--- src/rtl/adsr_pkg.sv ---
// adsr_pkg: shared widths, register indexes, phase codes, controller states
// and the command/status structs between controller and datapath.
// No dependencies.
`default_nettype none

package adsr_pkg;

  localparam int SAMPLE_W = 16;
  localparam int PHASE_W  = 3;
  localparam int POS_W    = 23;
  localparam int LEN_W    = 20;
  localparam int LEVEL_W  = 16;
  localparam int CFG_W    = 20;
  localparam int IDX_W    = 3;
  localparam int END_W    = 22;
  localparam int NUM_W    = LEN_W + LEVEL_W;
  localparam int GAIN_W   = LEVEL_W + 1;
  localparam int PROD_W   = SAMPLE_W + GAIN_W + 1;
  localparam int DIV_STEPS = LEVEL_W;
  localparam int DCNT_W   = 4;

  localparam logic [IDX_W-1:0] REG_ATTACK_LEN    = 3'd0;
  localparam logic [IDX_W-1:0] REG_DECAY_LEN     = 3'd1;
  localparam logic [IDX_W-1:0] REG_SUSTAIN_LEN   = 3'd2;
  localparam logic [IDX_W-1:0] REG_RELEASE_LEN   = 3'd3;
  localparam logic [IDX_W-1:0] REG_ATTACK_LEVEL  = 3'd4;
  localparam logic [IDX_W-1:0] REG_DECAY_LEVEL   = 3'd5;
  localparam logic [IDX_W-1:0] REG_SUSTAIN_LEVEL = 3'd6;
  localparam logic [IDX_W-1:0] REG_START_LEVEL   = 3'd7;

  localparam logic [PHASE_W-1:0] PH_ATTACK  = 3'd0;
  localparam logic [PHASE_W-1:0] PH_DECAY   = 3'd1;
  localparam logic [PHASE_W-1:0] PH_SUSTAIN = 3'd2;
  localparam logic [PHASE_W-1:0] PH_RELEASE = 3'd3;
  localparam logic [PHASE_W-1:0] PH_DONE    = 3'd4;

  typedef enum logic [3:0] {
    ST_IDLE,
    ST_ENDS,
    ST_SEG,
    ST_MUL,
    ST_DIVI,
    ST_DIV,
    ST_GAIN,
    ST_PROD,
    ST_OUT
  } state_t;

  typedef struct packed {
    logic accept;
    logic ends_load;
    logic seg_load;
    logic mul_load;
    logic div_init;
    logic div_step;
    logic gain_load;
    logic prod_load;
    logic out_load;
  } cmd_t;

  typedef struct packed {
    logic div_done;
  } status_t;

endpackage

`default_nettype wire

--- src/rtl/adsr_if.sv ---
// Request channels of the envelope gain block: input samples and results.
// Depends on adsr_pkg for field widths.
`default_nettype none

interface adsr_sample_if;
  logic                                valid;
  logic                                ready;
  logic signed [adsr_pkg::SAMPLE_W-1:0] sample;
  logic                                restart;

  modport source (output valid, output sample, output restart, input ready);
  modport sink   (input valid, input sample, input restart, output ready);
endinterface

interface adsr_result_if;
  logic                                valid;
  logic                                ready;
  logic signed [adsr_pkg::SAMPLE_W-1:0] scaled;
  logic        [adsr_pkg::PHASE_W-1:0]  phase;
  logic        [adsr_pkg::POS_W-1:0]    position;

  modport source (output valid, output scaled, output phase, output position, input ready);
  modport sink   (input valid, input scaled, input phase, input position, output ready);
endinterface

`default_nettype wire

--- src/rtl/adsr_ctrl.sv ---
// adsr_ctrl: sequencer for one request at a time through the datapath,
// plus the result valid flag. Depends on adsr_pkg.
`default_nettype none

module adsr_ctrl (
  input  wire logic              clk,
  input  wire logic              rst,
  input  wire logic              in_valid,
  output logic                   in_ready,
  output logic                   out_valid,
  input  wire logic              out_ready,
  output adsr_pkg::cmd_t         cmd,
  input  wire adsr_pkg::status_t status
);

  adsr_pkg::state_t state, state_next;
  logic             out_valid_next;

  always_ff @(posedge clk) begin
    if (rst) begin
      state     <= adsr_pkg::ST_IDLE;
      out_valid <= 1'b0;
    end else begin
      state     <= state_next;
      out_valid <= out_valid_next;
    end
  end

  always_comb begin
    state_next = state;
    case (state)
      adsr_pkg::ST_IDLE: begin
        if (in_valid) state_next = adsr_pkg::ST_ENDS;
      end
      adsr_pkg::ST_ENDS: state_next = adsr_pkg::ST_SEG;
      adsr_pkg::ST_SEG:  state_next = adsr_pkg::ST_MUL;
      adsr_pkg::ST_MUL:  state_next = adsr_pkg::ST_DIVI;
      adsr_pkg::ST_DIVI: state_next = adsr_pkg::ST_DIV;
      adsr_pkg::ST_DIV: begin
        if (status.div_done) state_next = adsr_pkg::ST_GAIN;
      end
      adsr_pkg::ST_GAIN: state_next = adsr_pkg::ST_PROD;
      adsr_pkg::ST_PROD: state_next = adsr_pkg::ST_OUT;
      adsr_pkg::ST_OUT: begin
        if (!out_valid || out_ready) state_next = adsr_pkg::ST_IDLE;
      end
      default: state_next = adsr_pkg::ST_IDLE;
    endcase
  end

  always_comb begin
    cmd      = '0;
    in_ready = 1'b0;
    case (state)
      adsr_pkg::ST_IDLE: begin
        in_ready   = 1'b1;
        cmd.accept = in_valid;
      end
      adsr_pkg::ST_ENDS: cmd.ends_load = 1'b1;
      adsr_pkg::ST_SEG:  cmd.seg_load  = 1'b1;
      adsr_pkg::ST_MUL:  cmd.mul_load  = 1'b1;
      adsr_pkg::ST_DIVI: cmd.div_init  = 1'b1;
      adsr_pkg::ST_DIV:  cmd.div_step  = 1'b1;
      adsr_pkg::ST_GAIN: cmd.gain_load = 1'b1;
      adsr_pkg::ST_PROD: cmd.prod_load = 1'b1;
      adsr_pkg::ST_OUT:  cmd.out_load  = !out_valid || out_ready;
      default: cmd = '0;
    endcase
  end

  always_comb begin
    if (cmd.out_load) begin
      out_valid_next = 1'b1;
    end else if (out_ready) begin
      out_valid_next = 1'b0;
    end else begin
      out_valid_next = out_valid;
    end
  end

  a_accept_starts: assert property (@(posedge clk) disable iff (rst)
    cmd.accept |=> state == adsr_pkg::ST_ENDS)
    else $error("accepted request did not start processing");

  a_div_exit: assert property (@(posedge clk) disable iff (rst)
    state == adsr_pkg::ST_DIV && status.div_done |=> state == adsr_pkg::ST_GAIN)
    else $error("divider finish not followed by gain stage");

  a_load_room: assert property (@(posedge clk) disable iff (rst)
    cmd.out_load |-> (!out_valid || out_ready))
    else $error("result overwritten before it was taken");

  a_single_item: assert property (@(posedge clk) disable iff (rst)
    state != adsr_pkg::ST_IDLE |-> !in_ready)
    else $error("input ready while a request is in flight");

endmodule

`default_nettype wire

--- src/rtl/adsr_dp.sv ---
// adsr_dp: configuration registers, position counter, segment select,
// magnitude multiply, 16-step restoring divider, gain multiply, saturation.
// Depends on adsr_pkg; driven by adsr_ctrl commands.
`default_nettype none

module adsr_dp #(
  parameter int MAX_SEGMENT_SAMPLES = 1048575
) (
  input  wire logic                                clk,
  input  wire logic                                rst,
  input  wire adsr_pkg::cmd_t                      cmd,
  output adsr_pkg::status_t                        status,
  input  wire logic                                cfg_we,
  input  wire logic        [adsr_pkg::IDX_W-1:0]    cfg_index,
  input  wire logic        [adsr_pkg::CFG_W-1:0]    cfg_data,
  input  wire logic signed [adsr_pkg::SAMPLE_W-1:0] in_sample,
  input  wire logic                                in_restart,
  output logic signed      [adsr_pkg::SAMPLE_W-1:0] out_scaled,
  output logic             [adsr_pkg::PHASE_W-1:0]  out_phase,
  output logic             [adsr_pkg::POS_W-1:0]    out_position
);

  localparam logic [adsr_pkg::END_W-1:0] MaxLen = adsr_pkg::END_W'(MAX_SEGMENT_SAMPLES);
  localparam logic [adsr_pkg::POS_W-1:0] PosMax = '1;

  function automatic logic [adsr_pkg::LEN_W-1:0] clamp_len(
    input logic [adsr_pkg::LEN_W-1:0] v
  );
    logic [adsr_pkg::END_W-1:0] wide;
    wide = {2'b00, v};
    return (wide > MaxLen) ? MaxLen[adsr_pkg::LEN_W-1:0] : v;
  endfunction

  // configuration
  logic [adsr_pkg::LEN_W-1:0]   attack_len, decay_len, sustain_len, release_len;
  logic [adsr_pkg::LEVEL_W-1:0] attack_level, decay_level, sustain_level, start_level;

  always_ff @(posedge clk) begin
    if (rst) begin
      attack_len    <= '0;
      decay_len     <= '0;
      sustain_len   <= '0;
      release_len   <= '0;
      attack_level  <= '0;
      decay_level   <= '0;
      sustain_level <= '0;
      start_level   <= '0;
    end else if (cfg_we) begin
      case (cfg_index)
        adsr_pkg::REG_ATTACK_LEN:    attack_len    <= cfg_data[adsr_pkg::LEN_W-1:0];
        adsr_pkg::REG_DECAY_LEN:     decay_len     <= cfg_data[adsr_pkg::LEN_W-1:0];
        adsr_pkg::REG_SUSTAIN_LEN:   sustain_len   <= cfg_data[adsr_pkg::LEN_W-1:0];
        adsr_pkg::REG_RELEASE_LEN:   release_len   <= cfg_data[adsr_pkg::LEN_W-1:0];
        adsr_pkg::REG_ATTACK_LEVEL:  attack_level  <= cfg_data[adsr_pkg::LEVEL_W-1:0];
        adsr_pkg::REG_DECAY_LEVEL:   decay_level   <= cfg_data[adsr_pkg::LEVEL_W-1:0];
        adsr_pkg::REG_SUSTAIN_LEVEL: sustain_level <= cfg_data[adsr_pkg::LEVEL_W-1:0];
        adsr_pkg::REG_START_LEVEL:   start_level   <= cfg_data[adsr_pkg::LEVEL_W-1:0];
        default: ;
      endcase
    end
  end

  // position counter, saturating
  logic [adsr_pkg::POS_W-1:0] pos_cnt;
  logic [adsr_pkg::POS_W-1:0] pos_cur;
  logic signed [adsr_pkg::SAMPLE_W-1:0] sample_r;

  always_ff @(posedge clk) begin
    if (rst) begin
      pos_cnt <= '0;
    end else if (cmd.accept) begin
      if (in_restart) begin
        pos_cnt <= adsr_pkg::POS_W'(1);
      end else if (pos_cnt != PosMax) begin
        pos_cnt <= pos_cnt + adsr_pkg::POS_W'(1);
      end
    end
  end

  always_ff @(posedge clk) begin
    if (cmd.accept) begin
      sample_r <= in_sample;
      pos_cur  <= in_restart ? '0 : pos_cnt;
    end
  end

  // segment ends
  logic [adsr_pkg::LEN_W-1:0] la, ld, ls, lr;
  logic [adsr_pkg::END_W-1:0] e0, e1, e2, e3;

  always_ff @(posedge clk) begin
    if (cmd.ends_load) begin
      la <= clamp_len(attack_len);
      ld <= clamp_len(decay_len);
      ls <= clamp_len(sustain_len);
      lr <= clamp_len(release_len);
      e0 <= {2'b00, clamp_len(attack_len)};
      e1 <= {2'b00, clamp_len(attack_len)} + {2'b00, clamp_len(decay_len)};
      e2 <= {2'b00, clamp_len(attack_len)} + {2'b00, clamp_len(decay_len)}
          + {2'b00, clamp_len(sustain_len)};
      e3 <= {2'b00, clamp_len(attack_len)} + {2'b00, clamp_len(decay_len)}
          + {2'b00, clamp_len(sustain_len)} + {2'b00, clamp_len(release_len)};
    end
  end

  // segment select
  logic [adsr_pkg::PHASE_W-1:0] phase_c, phase_r;
  logic [adsr_pkg::LEVEL_W-1:0] from_c, from_r, mag_c, mag_r;
  logic                         neg_c, neg_r;
  logic [adsr_pkg::LEN_W-1:0]   k_c, k_r, len_c, len_r;
  logic [adsr_pkg::POS_W-1:0]   off0, off1, off2;

  always_comb begin
    off0 = pos_cur - {1'b0, e0};
    off1 = pos_cur - {1'b0, e1};
    off2 = pos_cur - {1'b0, e2};
    if (pos_cur < {1'b0, e0}) begin
      phase_c = adsr_pkg::PH_ATTACK;
      from_c  = start_level;
      mag_c   = attack_level;
      neg_c   = 1'b0;
      k_c     = pos_cur[adsr_pkg::LEN_W-1:0];
      len_c   = la;
    end else if (pos_cur < {1'b0, e1}) begin
      phase_c = adsr_pkg::PH_DECAY;
      from_c  = attack_level;
      neg_c   = decay_level < attack_level;
      mag_c   = neg_c ? attack_level - decay_level : decay_level - attack_level;
      k_c     = off0[adsr_pkg::LEN_W-1:0];
      len_c   = ld;
    end else if (pos_cur < {1'b0, e2}) begin
      phase_c = adsr_pkg::PH_SUSTAIN;
      from_c  = decay_level;
      neg_c   = sustain_level < decay_level;
      mag_c   = neg_c ? decay_level - sustain_level : sustain_level - decay_level;
      k_c     = off1[adsr_pkg::LEN_W-1:0];
      len_c   = ls;
    end else if (pos_cur < {1'b0, e3}) begin
      phase_c = adsr_pkg::PH_RELEASE;
      from_c  = sustain_level;
      mag_c   = sustain_level;
      neg_c   = 1'b1;
      k_c     = off2[adsr_pkg::LEN_W-1:0];
      len_c   = lr;
    end else begin
      phase_c = adsr_pkg::PH_DONE;
      from_c  = '0;
      mag_c   = '0;
      neg_c   = 1'b0;
      k_c     = '0;
      len_c   = adsr_pkg::LEN_W'(1);
    end
  end

  always_ff @(posedge clk) begin
    if (cmd.seg_load) begin
      phase_r <= phase_c;
      from_r  <= from_c;
      mag_r   <= mag_c;
      neg_r   <= neg_c;
      k_r     <= k_c;
      len_r   <= len_c;
    end
  end

  // |delta| * k, then |delta| * k / len with quotient below 2^16
  logic [adsr_pkg::NUM_W-1:0]   num_mag;
  logic [adsr_pkg::LEN_W-1:0]   rem;
  logic [adsr_pkg::LEVEL_W-1:0] quot;
  logic [adsr_pkg::DCNT_W-1:0]  div_cnt;
  logic [adsr_pkg::LEN_W:0]     trial, trial_sub;
  logic                         trial_ge;

  always_comb begin
    trial     = {rem, quot[adsr_pkg::LEVEL_W-1]};
    trial_ge  = trial >= {1'b0, len_r};
    trial_sub = trial - {1'b0, len_r};
  end

  always_ff @(posedge clk) begin
    if (cmd.mul_load) begin
      num_mag <= {{adsr_pkg::LEN_W{1'b0}}, mag_r} * {{adsr_pkg::LEVEL_W{1'b0}}, k_r};
    end
  end

  always_ff @(posedge clk) begin
    if (rst) begin
      div_cnt <= '0;
    end else if (cmd.div_init) begin
      div_cnt <= '0;
    end else if (cmd.div_step) begin
      div_cnt <= div_cnt + adsr_pkg::DCNT_W'(1);
    end
  end

  always_ff @(posedge clk) begin
    if (cmd.div_init) begin
      rem  <= num_mag[adsr_pkg::NUM_W-1:adsr_pkg::LEVEL_W];
      quot <= num_mag[adsr_pkg::LEVEL_W-1:0];
    end else if (cmd.div_step) begin
      rem  <= trial_ge ? trial_sub[adsr_pkg::LEN_W-1:0] : trial[adsr_pkg::LEN_W-1:0];
      quot <= {quot[adsr_pkg::LEVEL_W-2:0], trial_ge};
    end
  end

  assign status.div_done = div_cnt == adsr_pkg::DCNT_W'(adsr_pkg::DIV_STEPS - 1);

  // gain and product
  logic [adsr_pkg::GAIN_W-1:0]        gain;
  logic signed [adsr_pkg::PROD_W-1:0] prod;
  logic signed [adsr_pkg::PROD_W-1:0] shifted;
  logic signed [adsr_pkg::SAMPLE_W-1:0] sat_c;

  always_ff @(posedge clk) begin
    if (cmd.gain_load) begin
      gain <= neg_r ? {1'b0, from_r} - {1'b0, quot} : {1'b0, from_r} + {1'b0, quot};
    end
  end

  always_ff @(posedge clk) begin
    if (cmd.prod_load) begin
      prod <= sample_r * $signed({1'b0, gain});
    end
  end

  always_comb begin
    shifted = prod >>> 15;
    if (shifted > $signed(adsr_pkg::PROD_W'(32767))) begin
      sat_c = 16'sh7FFF;
    end else if (shifted < -$signed(adsr_pkg::PROD_W'(32768))) begin
      sat_c = -16'sh8000;
    end else begin
      sat_c = shifted[adsr_pkg::SAMPLE_W-1:0];
    end
  end

  always_ff @(posedge clk) begin
    if (cmd.out_load) begin
      out_scaled   <= sat_c;
      out_phase    <= phase_r;
      out_position <= pos_cur;
    end
  end

  a_done_silent: assert property (@(posedge clk) disable iff (rst)
    cmd.out_load && phase_r == adsr_pkg::PH_DONE |=> out_scaled == '0)
    else $error("finished envelope produced nonzero output");

  a_restart_pos: assert property (@(posedge clk) disable iff (rst)
    cmd.accept && in_restart |=> pos_cur == '0 && pos_cnt == adsr_pkg::POS_W'(1))
    else $error("restart did not clear the position");

  a_pos_monotonic: assert property (@(posedge clk) disable iff (rst)
    cmd.accept && !in_restart |=> pos_cnt >= $past(pos_cnt) && pos_cur == $past(pos_cnt))
    else $error("position counter moved backward");

endmodule

`default_nettype wire

--- src/rtl/adsr_envelope_gain_core.sv ---
// adsr_envelope_gain_core: four-segment linear envelope applied to a sample
// stream. Top level; depends on adsr_pkg, adsr_if, adsr_ctrl and adsr_dp.
//
// Usage:
//   samples : request channel (valid/ready) carrying sample and restart.
//   results : request channel carrying scaled, phase and position, one
//             result per request, in order.
//   cfg_we/cfg_index/cfg_data : register writes, taken on any edge with
//             cfg_we high; write only while no request is in flight.
// Timing: one request at a time. An accepted request passes through the
//   segment ends, segment select, multiply, divider setup, the bit-per-cycle
//   restoring divider that forms the segment gain slope, gain and product
//   steps into the result register; only then is the next request taken.
// Stall: the result sits in an output register; a new request is accepted
//   while it waits, and processing holds in its last step until the
//   previous result has been taken.
// Reset (synchronous, rst high): all registers read 0, position is 0, no
//   result is pending.
`default_nettype none

module adsr_envelope_gain_core #(
  parameter int MAX_SEGMENT_SAMPLES = 1048575
) (
  input  wire logic                             clk,
  input  wire logic                             rst,
  adsr_sample_if.sink                           samples,
  adsr_result_if.source                         results,
  input  wire logic                             cfg_we,
  input  wire logic [adsr_pkg::IDX_W-1:0]        cfg_index,
  input  wire logic [adsr_pkg::CFG_W-1:0]        cfg_data
);

  adsr_pkg::cmd_t    cmd;
  adsr_pkg::status_t status;

  adsr_ctrl u_ctrl (
    .clk       (clk),
    .rst       (rst),
    .in_valid  (samples.valid),
    .in_ready  (samples.ready),
    .out_valid (results.valid),
    .out_ready (results.ready),
    .cmd       (cmd),
    .status    (status)
  );

  adsr_dp #(
    .MAX_SEGMENT_SAMPLES (MAX_SEGMENT_SAMPLES)
  ) u_dp (
    .clk          (clk),
    .rst          (rst),
    .cmd          (cmd),
    .status       (status),
    .cfg_we       (cfg_we),
    .cfg_index    (cfg_index),
    .cfg_data     (cfg_data),
    .in_sample    (samples.sample),
    .in_restart   (samples.restart),
    .out_scaled   (results.scaled),
    .out_phase    (results.phase),
    .out_position (results.position)
  );

endmodule

`default_nettype wire

--- src/flat_wrapper.sv ---
// flat-port wrapper written by rule: the top's interface ports become plain ports
module adsr_envelope_gain_core_flat 
#(
  parameter int MAX_SEGMENT_SAMPLES = 1048575
)
  (clk, rst, cfg_we, cfg_index, cfg_data, samples_valid, samples_sample, samples_restart, samples_ready, results_valid, results_scaled, results_phase, results_position, results_ready);
  adsr_sample_if samples_i ();
  adsr_result_if results_i ();
  input  wire logic clk;
  input  wire logic rst;
  input  wire logic cfg_we;
  input  wire logic [adsr_pkg::IDX_W-1:0] cfg_index;
  input  wire logic [adsr_pkg::CFG_W-1:0] cfg_data;
  input wire logic [$bits(samples_i.valid)-1:0] samples_valid;
  input wire logic [$bits(samples_i.sample)-1:0] samples_sample;
  input wire logic [$bits(samples_i.restart)-1:0] samples_restart;
  output wire logic [$bits(samples_i.ready)-1:0] samples_ready;
  output wire logic [$bits(results_i.valid)-1:0] results_valid;
  output wire logic [$bits(results_i.scaled)-1:0] results_scaled;
  output wire logic [$bits(results_i.phase)-1:0] results_phase;
  output wire logic [$bits(results_i.position)-1:0] results_position;
  input wire logic [$bits(results_i.ready)-1:0] results_ready;
  assign samples_i.valid = samples_valid;
  assign samples_i.sample = samples_sample;
  assign samples_i.restart = samples_restart;
  assign samples_ready = samples_i.ready;
  assign results_valid = results_i.valid;
  assign results_scaled = results_i.scaled;
  assign results_phase = results_i.phase;
  assign results_position = results_i.position;
  assign results_i.ready = results_ready;
  adsr_envelope_gain_core #(.MAX_SEGMENT_SAMPLES(MAX_SEGMENT_SAMPLES)) u_core (.clk(clk), .rst(rst), .samples(samples_i), .results(results_i), .cfg_we(cfg_we), .cfg_index(cfg_index), .cfg_data(cfg_data));
endmodule
--- config.mk ---
export PLATFORM = sky130hd
export DESIGN_NAME = adsr_envelope_gain_core_flat
export DESIGN_NICKNAME = d
export VERILOG_FILES = /design/src/rtl/adsr_pkg.sv /design/src/rtl/adsr_if.sv /design/src/rtl/adsr_ctrl.sv /design/src/rtl/adsr_dp.sv /design/src/rtl/adsr_envelope_gain_core.sv /design/src/flat_wrapper.sv
export SDC_FILE = /design/constraint.sdc
export NUM_CORES = 2
export LEC_CHECK = 0
export BUFFER_PORTS_ARGS = -buffer_cell sky130_fd_sc_hd__buf_2
export CELL_PAD_IN_SITES_DETAIL_PLACEMENT = 2
export CELL_PAD_IN_SITES_GLOBAL_PLACEMENT = 2
export CORE_MARGIN = 8
export CORE_UTILIZATION = 42
export CTS_CLUSTER_SIZE = 8
export DETAILED_ROUTE_END_ITERATION = 10
export PLACE_DENSITY = 0.82
export SYNTH_ARGS = -nofsm -noshare
export SYNTH_HDL_FRONTEND = slang
export SYNTH_HIERARCHICAL = 1
export SYNTH_SLANG_ARGS = --single-unit
export TNS_END_PERCENT = 100
--- constraint.sdc ---
create_clock -name clk -period 13.93 [get_ports clk]
set_clock_uncertainty 0.15 [all_clocks]
set_input_delay 2.0895 -clock clk [delete_from_list [all_inputs] [get_ports clk]]
set_output_delay 2.0895 -clock clk [all_outputs]
set_load 0.05 [all_outputs]
==> flow_summary.ini <==
[outcome]
outcome = complete, but fails checks
violations = max-capacitance violations, max-slew violations

[timing]
fin_crit_sh_pct = 56.2
setup_violations = 0
final.min_clock_period_ns = 7.82
drv_slew = 2
fmax_ghz = 0.128
relSlewSlack_pct = -2.92
grt_setup_unrepaired = false
hold_viol = 0
fin_tns_setup_ns = 0
tightest_slew_ns = 1.50

[drt]
via_per_inst = 5.81
wl_mm = 196
drtAntennaViolNets = 0
drc = 0
firstDrtPassIters = 7
drt_iter0_drc = 2226
avgRoutedWirePerCell_um = 27.3
num_vias = 41800

[clock_tree]
clockBufferDepth = 3
cts_sinks = 586
numCtsBuffers = 85
h-tree-depth = 3
worstSkewPairLatency_ns = 0.69
cts_tree = built
cts_hold_buf = 0
cts.clk_slew.worst_paths_ns = 0.06
post_cts_resized = 0
cts-root-buf = clkbuf_16
post_cts_buffers = 0

[critical_path]
cp_top_family = adder cells
critPathSlowestCell = edfxtp_1
max_stage_delay_ns = 0.92
crit_fanout = 20
cp_data_arrival_time_ns = 8.10
start_kind = flop
cp_common_cell = fa_1
required_ns = 14.21
critical_path_class = reg2reg
path_buf_inv = 5
crit_chain = nand2_1 > fa_1 > inv_1 > fa_1 > inv_1 > fa_1 > inv_1 > fa_1 > fa_1 > inv_1 > fa_1 > inv_1 > ha_1 > and3_4 > a31o_1 > or4_4 > o211a_1 > o21ai_0 > a21oi_1 > o31ai_1 > a21oi_1 > xor2_1
crit_path_end_kind = flop

[cells_and_area]
final_cells = 7185
fin_nets = 6470
stdcell_area_um2 = 56600
drive_gt1_share_pct = 5.84
syn_to_final_growth_pct = 8.73

[grt]
grt_pass1_vias = 48700
grt_overflow = 0
grt_max_degree = 146
antenna_found_initial = 5
grt_pass1_wl_mm = 301
grt_usage_pct = 28.5

[placement]
io_buffer_count = 88
placed_cells = 7031
placedInstanceArea_um2 = 54000
hpwl_mm = 145
gp_congestion = 0.877

[logic_synthesis]
syn_area_um2 = 52000
ys_ff_latch = 586
synth_edf_count = 410
synth_cell_types = 87
async_flop_share_pct = 0
synth_area_leader_cell = edfxtp_1
synth_area_per_cell_um2 = 9.47
synth.area.top_cells = edfxtp_1 (24%), fa_1 (18%), ha_1 (11%)
yosysWarnings = 6
syn_inst = 5495
syn-num-nets = 6483
ys.flop_type = edfxtp_1
yosysSeqAreaShare_pct = 30.4
synth_top_area_share_pct = 23.7

[power]
p_leak_nw = 24.7
seq_power_share_pct = 18.0
internal-power_mw = 7.00
power_mw = 13.9
irDropWorstVdd_v = 0.000416
p_sw_mw = 6.91
p_sw_share_pct = 49.7
p_comb_share_pct = 67.1
power_frac_clock_pct = 14.9
cellPowerDensity_nw_per_um2 = 246

[floorplanning]
initial_utilization_pct = 42.2
core_um2 = 123000
die_w_um = 368
num_rows = 129
dieArea_um2 = 135000
die_h_um = 368
ios = 89

[job]
maxCapViolCount = 1

[min_path]
hp-class = reg2reg
power groups by stage:
stage | Sequential, mW | Combinational [mW] | Clock, mW
after global placement | 2.52 | 8.13 | 0
after CTS | 2.50 | 9.27 | 2.12
after detailed placement | 2.53 | 8.76 | 0
after global routing | 2.51 | 10.0 | 2.17
final | 2.50 | 9.34 | 2.08
after floorplan | 2.45 | 5.88 | 0
synth_stat cells, drive strengths merged (9+ instances only):
cell type  instances
edfxtp           410
o21ai            126
inv              737
a221oi            61
buf               42
a21boi             9
nand3b            19
nor4              12
clkbuf           199
nand3             62
xor2              76
o21a              57
nand2b            45
or3               27
nand2            798
nor3              82
o211ai            15
a31oi             41
a21o              89
a31o              10
and3              31
or2               20
a211o             10
xnor2            141
mux2i             32
a21oi            343
nand4             22
a211oi            37
nor2             246
o22ai             11
o21bai            21
mux2              20
fa               469
o31ai             57
ha               474
dfxtp            176
and2             283
nor2b             70
o311ai            18
flip-flops by register name, indices dropped and copies added, names as in the netlist, 21 cells and up:
| signal | count |
|---|---|
| u_core/u_dp/e1 | 21 |
| u_core/u_dp/pos_cur | 23 |
| u_core/u_dp/out_position | 23 |
| u_core/u_dp/e2 | 22 |
| u_core/u_dp/pos_cnt | 23 |
| u_core/u_dp/num_mag | 36 |
| u_core/u_dp/e3 | 22 |
cell usage in the layout, fill, tap and decap left out, types with 17 or more instances in the layout:
cell type	synthesis	routed
nor2_1	246	242
nand2_1	798	797
nor2b_1	70	69
nand2b_1	45	45
o21bai_1	20	20
or3_1	27	27
a31oi_1	39	39
xnor2_1	141	141
nor3_1	82	77
o31ai_1	57	57
xor2_1	76	76
o21ai_0	124	124
and3_1	29	29
clkbuf_1	183	54
clkbuf_16	0	87
fa_1	469	469
a211oi_1	37	37
inv_1	737	737
nand3_1	62	62
or2_2	19	20
o311ai_0	17	17
a21oi_1	340	340
and2_1	283	281
o21a_1	57	57
nand3b_1	19	19
a21o_1	89	89
mux2i_1	32	32
buf_4	7	53
mux2_2	20	20
nand4_1	22	22
buf_2	29	87
dfxtp_1	176	176
edfxtp_1	410	410
ha_1	474	474
a221oi_1	55	55
path summary, 6_finish.rpt:
kind | slack, ns | to | startpoint | depth (start not counted)
setup / recovery | 6.11 | u_core/u_dp/num_mag[25]$_DFFE_PP_ | u_core/u_dp/mag_r[9]$_DFFE_PP_ | 22
hold / removal | 0.30 | u_core/u_dp/out_phase[1]$_DFFE_PP_ | u_core/u_dp/phase_r[1]$_SDFFCE_PP0P_ | 0
setup reg to reg | 6.11 | u_core/u_dp/num_mag[25]$_DFFE_PP_ | u_core/u_dp/mag_r[9]$_DFFE_PP_ | 22
hold reg to reg | 0.30 | u_core/u_dp/out_phase[1]$_DFFE_PP_ | u_core/u_dp/phase_r[1]$_SDFFCE_PP0P_ | 0
layer usage:
layer / GRT usage, % / routed length [µm]
met4: 12.1 / 8640
met2: 52.5 / 102000
met1: 33.0 / 77300
met3: 3.76 / 7960
met5: 0 / 0
stage by stage:
stage          utilization, %  hold WS (ns)  setup WS [ns]
2_1_floorplan               -         0.250           2.32
3_3_place_gp             43.8         0.294           6.59
3_5_place_dp             43.8         0.299           6.25
4_1_cts                  45.9         0.307           6.12
5_1_grt                  45.9         0.322           5.89
6_report                 45.9         0.300           6.11
final cells by class:
type                    count  area, µm²
repair buffers            141        853
multi-input cells        3931      32500
well taps                1637       2050
fillers                 13100      66700
inverters                 737       2770
diodes                      1       2.50
clock inverters             9        156
flip-flops and latches    586      15800
clock buffers             143       2410
kinds of logic (layout without fill, tap and decap cells):
group / after synthesis / count (layout) / share of synthesized area [%]
DFF: 586 / 586 / 30.4
xor gates and xnor gates: 217 / 217 / 3.65
buffers and inverters: 978 / 1030 / 7.26
other: 0 / 1 / 0
AOI/OAI and AO/OA: 976 / 976 / 12.4
muxes: 52 / 52 / 1.05
and+or+nand+nor: 1743 / 1743 / 15.8
adders and majority gates: 943 / 943 / 29.4
Note: power is estimated with default switching activity, not from simulation.
